[src/sv/tlbm_pkg.sv]
// Package for the TLB and demand-paging translation block.
// Holds shared widths, defaults, the channel payload types and the controller/datapath
// command and status types.
`timescale 1ns / 1ps
package tlbm_pkg;
    localparam int unsigned PageCountDef  = 256;
    localparam int unsigned OffsetBits    = 8;
    localparam int unsigned TlbDepthDef   = 16;
    localparam int unsigned FrameCountDef = 128;
    localparam int unsigned VaW           = 16;
    localparam int unsigned PaW           = 15;
    localparam int unsigned PageW         = 8;
    localparam int unsigned StampW        = 32;

    typedef struct packed {
        logic [VaW-1:0] virtual_address;
    } t_req;

    typedef struct packed {
        logic [PaW-1:0]   physical_address;
        logic             tlb_hit;
        logic             page_fault;
        logic             evicted_valid;
        logic [PageW-1:0] evicted_page;
    } t_rsp;

    typedef struct packed {
        logic load;
        logic tlb_scan;
        logic pt_read;
        logic resolve;
        logic victim_scan;
        logic commit;
    } t_cmd;

    typedef struct packed {
        logic tlb_done;
        logic victim_done;
        logic need_victim;
    } t_status;
endpackage

[src/sv/tlbm_ctrl.sv]
// Controller state machine for the translation block.
// Depends on tlbm_pkg for the command and status structs.
`timescale 1ns / 1ps
module tlbm_ctrl
    import tlbm_pkg::*;
(
    input  logic    i_clk,
    input  logic    i_rst_n,
    input  logic    i_in_valid,
    output logic    o_in_ready,
    output logic    o_out_valid,
    input  logic    i_out_ready,
    input  t_status i_status,
    output t_cmd    o_cmd
);
    typedef enum logic [2:0] {
        S_IDLE, S_TLB, S_PT, S_RES, S_VIC, S_COMMIT, S_OUT
    } t_state;

    t_state r_state, n_state;
    logic   r_out_valid, n_out_valid;

    assign o_in_ready  = (r_state == S_IDLE);
    assign o_out_valid = r_out_valid;

    always_comb begin
        o_cmd             = '0;
        o_cmd.load        = (r_state == S_IDLE) && i_in_valid;
        o_cmd.tlb_scan    = (r_state == S_TLB);
        o_cmd.pt_read     = (r_state == S_PT);
        o_cmd.resolve     = (r_state == S_RES);
        o_cmd.victim_scan = (r_state == S_VIC);
        o_cmd.commit      = (r_state == S_COMMIT);
    end

    always_comb begin
        n_state     = r_state;
        n_out_valid = r_out_valid;
        case (r_state)
            S_IDLE: begin
                if (i_in_valid) begin
                    n_state = S_PT;
                end
            end
            S_PT: begin
                n_state = S_TLB;
            end
            S_TLB: begin
                if (i_status.tlb_done) begin
                    n_state = S_RES;
                end
            end
            S_RES: begin
                n_state = i_status.need_victim ? S_VIC : S_COMMIT;
            end
            S_VIC: begin
                if (i_status.victim_done) begin
                    n_state = S_COMMIT;
                end
            end
            S_COMMIT: begin
                n_state     = S_OUT;
                n_out_valid = 1'b1;
            end
            S_OUT: begin
                if (i_out_ready) begin
                    n_state     = S_IDLE;
                    n_out_valid = 1'b0;
                end
            end
            default: begin
                n_state = S_IDLE;
            end
        endcase
    end

    always_ff @(posedge i_clk) begin
        if (!i_rst_n) begin
            r_state     <= S_IDLE;
            r_out_valid <= 1'b0;
        end else begin
            r_state     <= n_state;
            r_out_valid <= n_out_valid;
        end
    end
endmodule

[config.mk]
export PLATFORM = sky130hd
export DESIGN_NAME = tlbm_ctrl
export DESIGN_NICKNAME = d
export VERILOG_FILES = /design/src/sv/tlbm_pkg.sv /design/src/sv/tlbm_ctrl.sv
export SDC_FILE = /design/constraint.sdc
export NUM_CORES = 1
export LEC_CHECK = 0
export BUFFER_PORTS_ARGS = -buffer_cell sky130_fd_sc_hd__buf_4
export CAP_MARGIN = 20
export CORE_AREA = 5 5 42 44
export CTS_BUF_LIST = sky130_fd_sc_hd__clkbuf_16
export CTS_CLUSTER_SIZE = 30
export DETAILED_ROUTE_END_ITERATION = 6
export DIE_AREA = 0 0 47 49
export HOLD_SLACK_MARGIN = 0.1
export PLACE_DENSITY_LB_ADDON = 0.15
export SYNTH_ARGS = -nofsm -noshare
export SYNTH_HDL_FRONTEND = slang
export SYNTH_SLANG_ARGS = --single-unit
[constraint.sdc]
create_clock -name i_clk -period 2.6 [get_ports i_clk]
set_input_delay 0.26 -clock i_clk [delete_from_list [all_inputs] [get_ports i_clk]]
set_output_delay 0.26 -clock i_clk [all_outputs]
set_load 0.005 [all_outputs]
== Word level (Yosys, flattened, before mapping) ==
Index checks and enable logic that the tools add are counted.

* Add/subtract/negate cells: 0
* Multiply operators: 0
* Divide/modulo/power cells: 0
* Magnitude comparators: 0
* Equal/unequal tests: 10
* Shifts and indexed selects: 0
* Mux-type cells: 8
* Bitwise operators: 0
* Reductions and logical operators: 5

{| class="wikitable"
|+ Operator list
! kind !! count
|-
| $pmux 3 s7 || 1
|-
| $mux 3 || 4
|-
| $eq 3x3->1 const B || 3
|-
| $ne 2x2->1 const B || 4
|-
| $eq 3x2->1 const B || 2
|-
| $reduce_and 4->1 || 1
|-
| $eq 3x1->1 const B || 1
|-
| $logic_not 3->1 || 1
|-
| $mux 1 || 2
|-
| $pmux 1 s2 || 1
|-
| $reduce_and 2->1 || 1
|-
| $reduce_bool 2->1 || 1
|-
| $logic_and 1x1->1 || 1
|}

* Register bits: 4
* Bits in latches: 0
* Bits in writable memories: 0
* Memory bits (read-only): 0
* Input bits: 7
* Output and inout bits: 8
* Logic and storage cells: 25
* Memories kept: 0

== Longest topological paths before layout ==
* Depth in word-level cells: 3
* Gate-level depth with buffers: 4
* Mapped depth without buffers: 3

== Worst setup path before layout ==
OpenSTA, ideal clock, no wires.

* Path kind: flip-flop to output port
* Start: register r_state[1]
* End: output port o_cmd[5] (netlist name)
* Arrival time: 0.837 ns
* Data required time: 2.340 ns
* Slack: 1.503 ns
* Cell stages (with the launch flop): 4
* Buffers on the path: 1
* Path through: dfxtp_1 buf_4 nor3_1 and2_1

{| class="wikitable"
|+ RTL lines
! what !! line !! source
|-
| start, declared || tlbm_ctrl.sv:20 || <nowiki>t_state r_state, n_state;</nowiki>
|-
| start signal, assigned || tlbm_ctrl.sv:82 || <nowiki>r_state <= n_state;</nowiki>
|-
| end, declared || tlbm_ctrl.sv:14 || <nowiki>output t_cmd o_cmd</nowiki>
|}

==> impl.org <==
** Critical path
- The worst register-to-register path has a depth of 3.
- Cell Chain, Critical Path :: nor2b_1 > and2_2 > buf_4
- Crit path required time :: 2.34 ns
- Data arrival at the endpoint of the critical path :: 1.15 ns
- In this run the critical register-to-register path is launched from r_state[0].
- Kind of launch point of the worst setup path :: flip-flop
- Buffers & Inverters on Critical Path :: 1
- On the critical path, the stage with the largest delay is an instance of sky130_fd_sc_hd__dfxtp_1.
- Critical R2R Capture :: r_state[0]
- The worst setup path is captured at an output port.
- In this run the worst path has a maximum fanout of 10.
- For this run, the slowest stage of the critical path takes 0.47 ns.
- The worst setup path is of the flip-flop to output port kind.
- Worst reg2reg setup slack :: 1.47 ns
- In this design, the largest share of critical-path delay is due to flip-flops.

** Placed design
- The congestion estimate from routability-driven global placement came to 0.797.
- I/O Buffers :: 14
- Detailed placer's ending HPWL :: 562 um

** Logic synthesis
- For this run, the number of Yosys warnings is 0.
- Area share of the leading cell type in the synthesized netlist :: 0.317
- Netlist Area Pre-Place :: 253 um^2
- Sequential-to-total area share from yosys stat :: 0.317
- Count of distinct cell types in the synthesized netlist :: 18
- Synthesis produced a netlist whose cell count is 31.
- Post-synth top area cell :: sky130_fd_sc_hd__dfxtp_1
- Avg Inst Size Synth :: 8.15 um^2
- Flip-flop and latch count after synthesis :: 4
- When the netlist entered floorplanning its net count stood at 38.
- Biggest area contributors in the synthesized netlist :: sky130_fd_sc_hd__dfxtp_1, sky130_fd_sc_hd__nor2b_1, sky130_fd_sc_hd__a21oi_1, sky130_fd_sc_hd__and2_1, sky130_fd_sc_hd__nand2b_1

** Power and ir drop
- The share of total power dissipated in sequential elements is 0.214.
- The internal power of the cells totals 292 uW.
- Switching Share :: 0.190
- Leak :: 0.193 nW
- Worst vdd rail ir drop :: 0.314 mV
- Switching power :: 68.7 uW
- Part of the power in the clock network :: 0.652
- Cell area power density :: 832 mW/mm^2
- The share of total power dissipated in combinational logic is 0.134.

** Timing
- For this run, the top clock speed supported by timing is 707 MHz.
- Final count of hold timing violations :: 0
- After routing, the total negative slack on setup checks comes to 0 ns.
- Subtracting the final worst setup slack from the clock period gives 1.41 ns.
- Tcrit/Tclk final :: 0.544
- Setup violators final :: 0
- The number of max-slew violations in the final report is 0.
- Setup repair after global routing left no endpoint under its margin.
- Setup clock skew after layout :: 0.0000751 ns
- Slew Limit Headroom :: 0.787
- For the pin with the worst max-slew slack, the measured transition is 0.320 ns.
- Worst hold slack across all endpoints :: 0.255 ns

** Clock tree
- Library cell used as clock root buffer :: sky130_fd_sc_hd__clkbuf_16
- Post-CTS Setup Repair Bufs :: 0
- Clock-pin slew was measured on the worst setup and hold paths at 0.03 ns.
- CTS saw 4 sinks.
- CTS max path bufs :: 2
- The later pin in the worst-skew pair is clocked with a latency of 0.22 ns.
- Gates resized during post-CTS repair numbered 0.
- Hold repair after CTS inserted 0 buffers.
- In this run the number of H-tree levels came out at 1.
- Inserted Clock Buffers :: 3
- CTS tree :: yes

** Outcome
- The run finished with clean final reports.

** Finish
- Summing all flip-flop and latch instances after layout gives 80.1 um^2.
- Antenna diode count :: 0
- Layout Area Growth over Synthesis :: 71.8%
- Share of cells above drive strength 1 :: 0.413
- Layout fillers :: 158
- For this run, the share of the core covered by cells in the final layout is 0.310.
- After the last flow step, the layout net total stands at 55.
- The multi-input combinational cells in the finished layout cover a total of 154 um^2.
- Commonest cells after routing, fill and taps aside :: sky130_fd_sc_hd__buf_4, sky130_fd_sc_hd__nor2b_1, sky130_fd_sc_hd__dfxtp_1
- The library cell used most frequently in the layout, excluding fill and tap cells, is sky130_fd_sc_hd__buf_4.

** Die
- 15 I/O pins were placed.
- The floorplan step set the die height to 49 um.
- Core region area :: 0.00140 mm^2
- Number of placement rows :: 14
- The floorplan step defined a die boundary enclosing 0.00230 mm^2.
- Starting density of the core :: 0.180
- Measured along the x axis, the die boundary spans 47 um.

** Detailed routing
- Via Count :: 267
- Detailed-route vias per instance :: 4.31
- For this block, the initial DRC count from the detailed router was 2.
- The first detailed-routing pass took 2 iterations.
- The routed design uses 375 um of met2 wire.
- Met1 wire length :: 294 um
- Detailed-route wire length per cell :: 11.5 um
- Number of antenna-violating nets in the routed design :: 0
- Routed met3 length :: 39 um
- Top metal layer carrying routed signals :: met4
- Total wire length after detailed routing :: 713 um
- In the routed design, unresolved DRC markers number 0.

** Global route
- Number of global-route vias before repair :: 300
- Antenna violations before repair :: 0
- Total global routing overflow :: 0
- Maximum number of pins on one net before global-route repair :: 11
- In the global route stage, overall resource usage came out at 0.0766.
- The first global-routing pass estimated 1.24 mm of wire.

** Worst hold path
- Hold Startpoint :: i_out_ready
- Hold worst-path end :: r_state[1]
- The worst hold path passes through 2 cells.
- Worst min-delay path category :: primary input to flip-flop

** Run
- Number of max-cap violations :: 0
==> per-layer routing <==
metal / track usage / vias up
li1: - / 138
met1: 0.0852 / 120
met2: 0.109 / 7
met3: 0.0369 / 2
met4: 0.0553 / 0
met5: 0 / -
==> power by group through the flow <==
stage	Clock, mW	Combinational [mW]	Sequential (mW)
6_report	0.235	0.0484	0.0773
5_1_grt	0.247	0.0542	0.0788
4_1_cts	0.240	0.0495	0.0778
3_5_place_dp	0	0.0493	0.0787
3_3_place_gp	0	0.0495	0.0777
2_1_floorplan	0	0.0299	0.0711
==> state kept, by name, summed over array words and instances, names as in the netlist <==
signal       cells
o_out_valid      1
r_state          3
==> worst reg2reg max path, delay by kind of cell, from the launching register on <==
family	cells	cell delay [ns]
DFF	1	0.47
AOI/OAI and AO/OA	1	0.30
and+or+nand+nor	2	0.24
==> cells in the mapped netlist <==
library cell               n
sky130_fd_sc_hd__dfxtp_1   4
sky130_fd_sc_hd__nor2b_1   4
sky130_fd_sc_hd__a21oi_1   3
sky130_fd_sc_hd__nor2_1    3
sky130_fd_sc_hd__and2_1    2
sky130_fd_sc_hd__nand2b_1  2
sky130_fd_sc_hd__o21ai_0   2
sky130_fd_sc_hd__and2_2    1
sky130_fd_sc_hd__and3b_1   1
sky130_fd_sc_hd__buf_4     1
sky130_fd_sc_hd__buf_6     1
sky130_fd_sc_hd__nand2_1   1
sky130_fd_sc_hd__nand3_1   1
sky130_fd_sc_hd__nor3_1    1
sky130_fd_sc_hd__nor3b_2   1
sky130_fd_sc_hd__o221ai_1  1
sky130_fd_sc_hd__o31a_1    1
sky130_fd_sc_hd__o31ai_1   1
==> area by class of cell <==
type | count | share of cell area
multi-input cells | 25 | 0.354
repair buffers | 14 | 0.242
flip-flops and latches | 4 | 0.184
clock buffers | 3 | 0.173
well taps | 16 | 0.0461
==> how the worst max path moves through the flow <==
| stage | from | end | slack [ns] | cells after the start |
|---|---|---|---|---|
| 2_1_floorplan | r_state[1] | o_cmd[5] | 1.50 | 3 |
| 3_3_place_gp | r_state[1] | o_cmd[3] | 1.44 | 3 |
| 3_5_place_dp | r_state[2] | o_cmd[0] | 1.39 | 3 |
| 4_1_cts | r_state[2] | o_cmd[0] | 1.16 | 3 |
| 5_1_grt | r_state[2] | o_cmd[0] | 1.07 | 3 |
| 6_report | r_state[2] | o_cmd[0] | 1.19 | 3 |
==> metrics by stage <==
step	area [um^2]	cells	worst slack (ns)	power (mW)
after floorplan	253	31	1.50	0.101
after global placement	359	59	1.44	0.127
after detailed placement	359	59	1.39	0.128
after CTS	434	62	1.16	0.368
after global routing	434	62	1.07	0.380
final	434	62	1.19	0.361
==> kinds of logic (layout without fill, tap and decap cells) <==
| logic type | count (synthesis) | count (layout) | synth area share |
|---|---|---|---|
| AOI/OAI and AO/OA | 8 | 8 | 0.198 |
| and+or+nand+nor | 17 | 17 | 0.411 |
| buffers and inverters | 2 | 17 | 0.0743 |
| DFF | 4 | 4 | 0.317 |
Power figures use the tool's default switching activity.
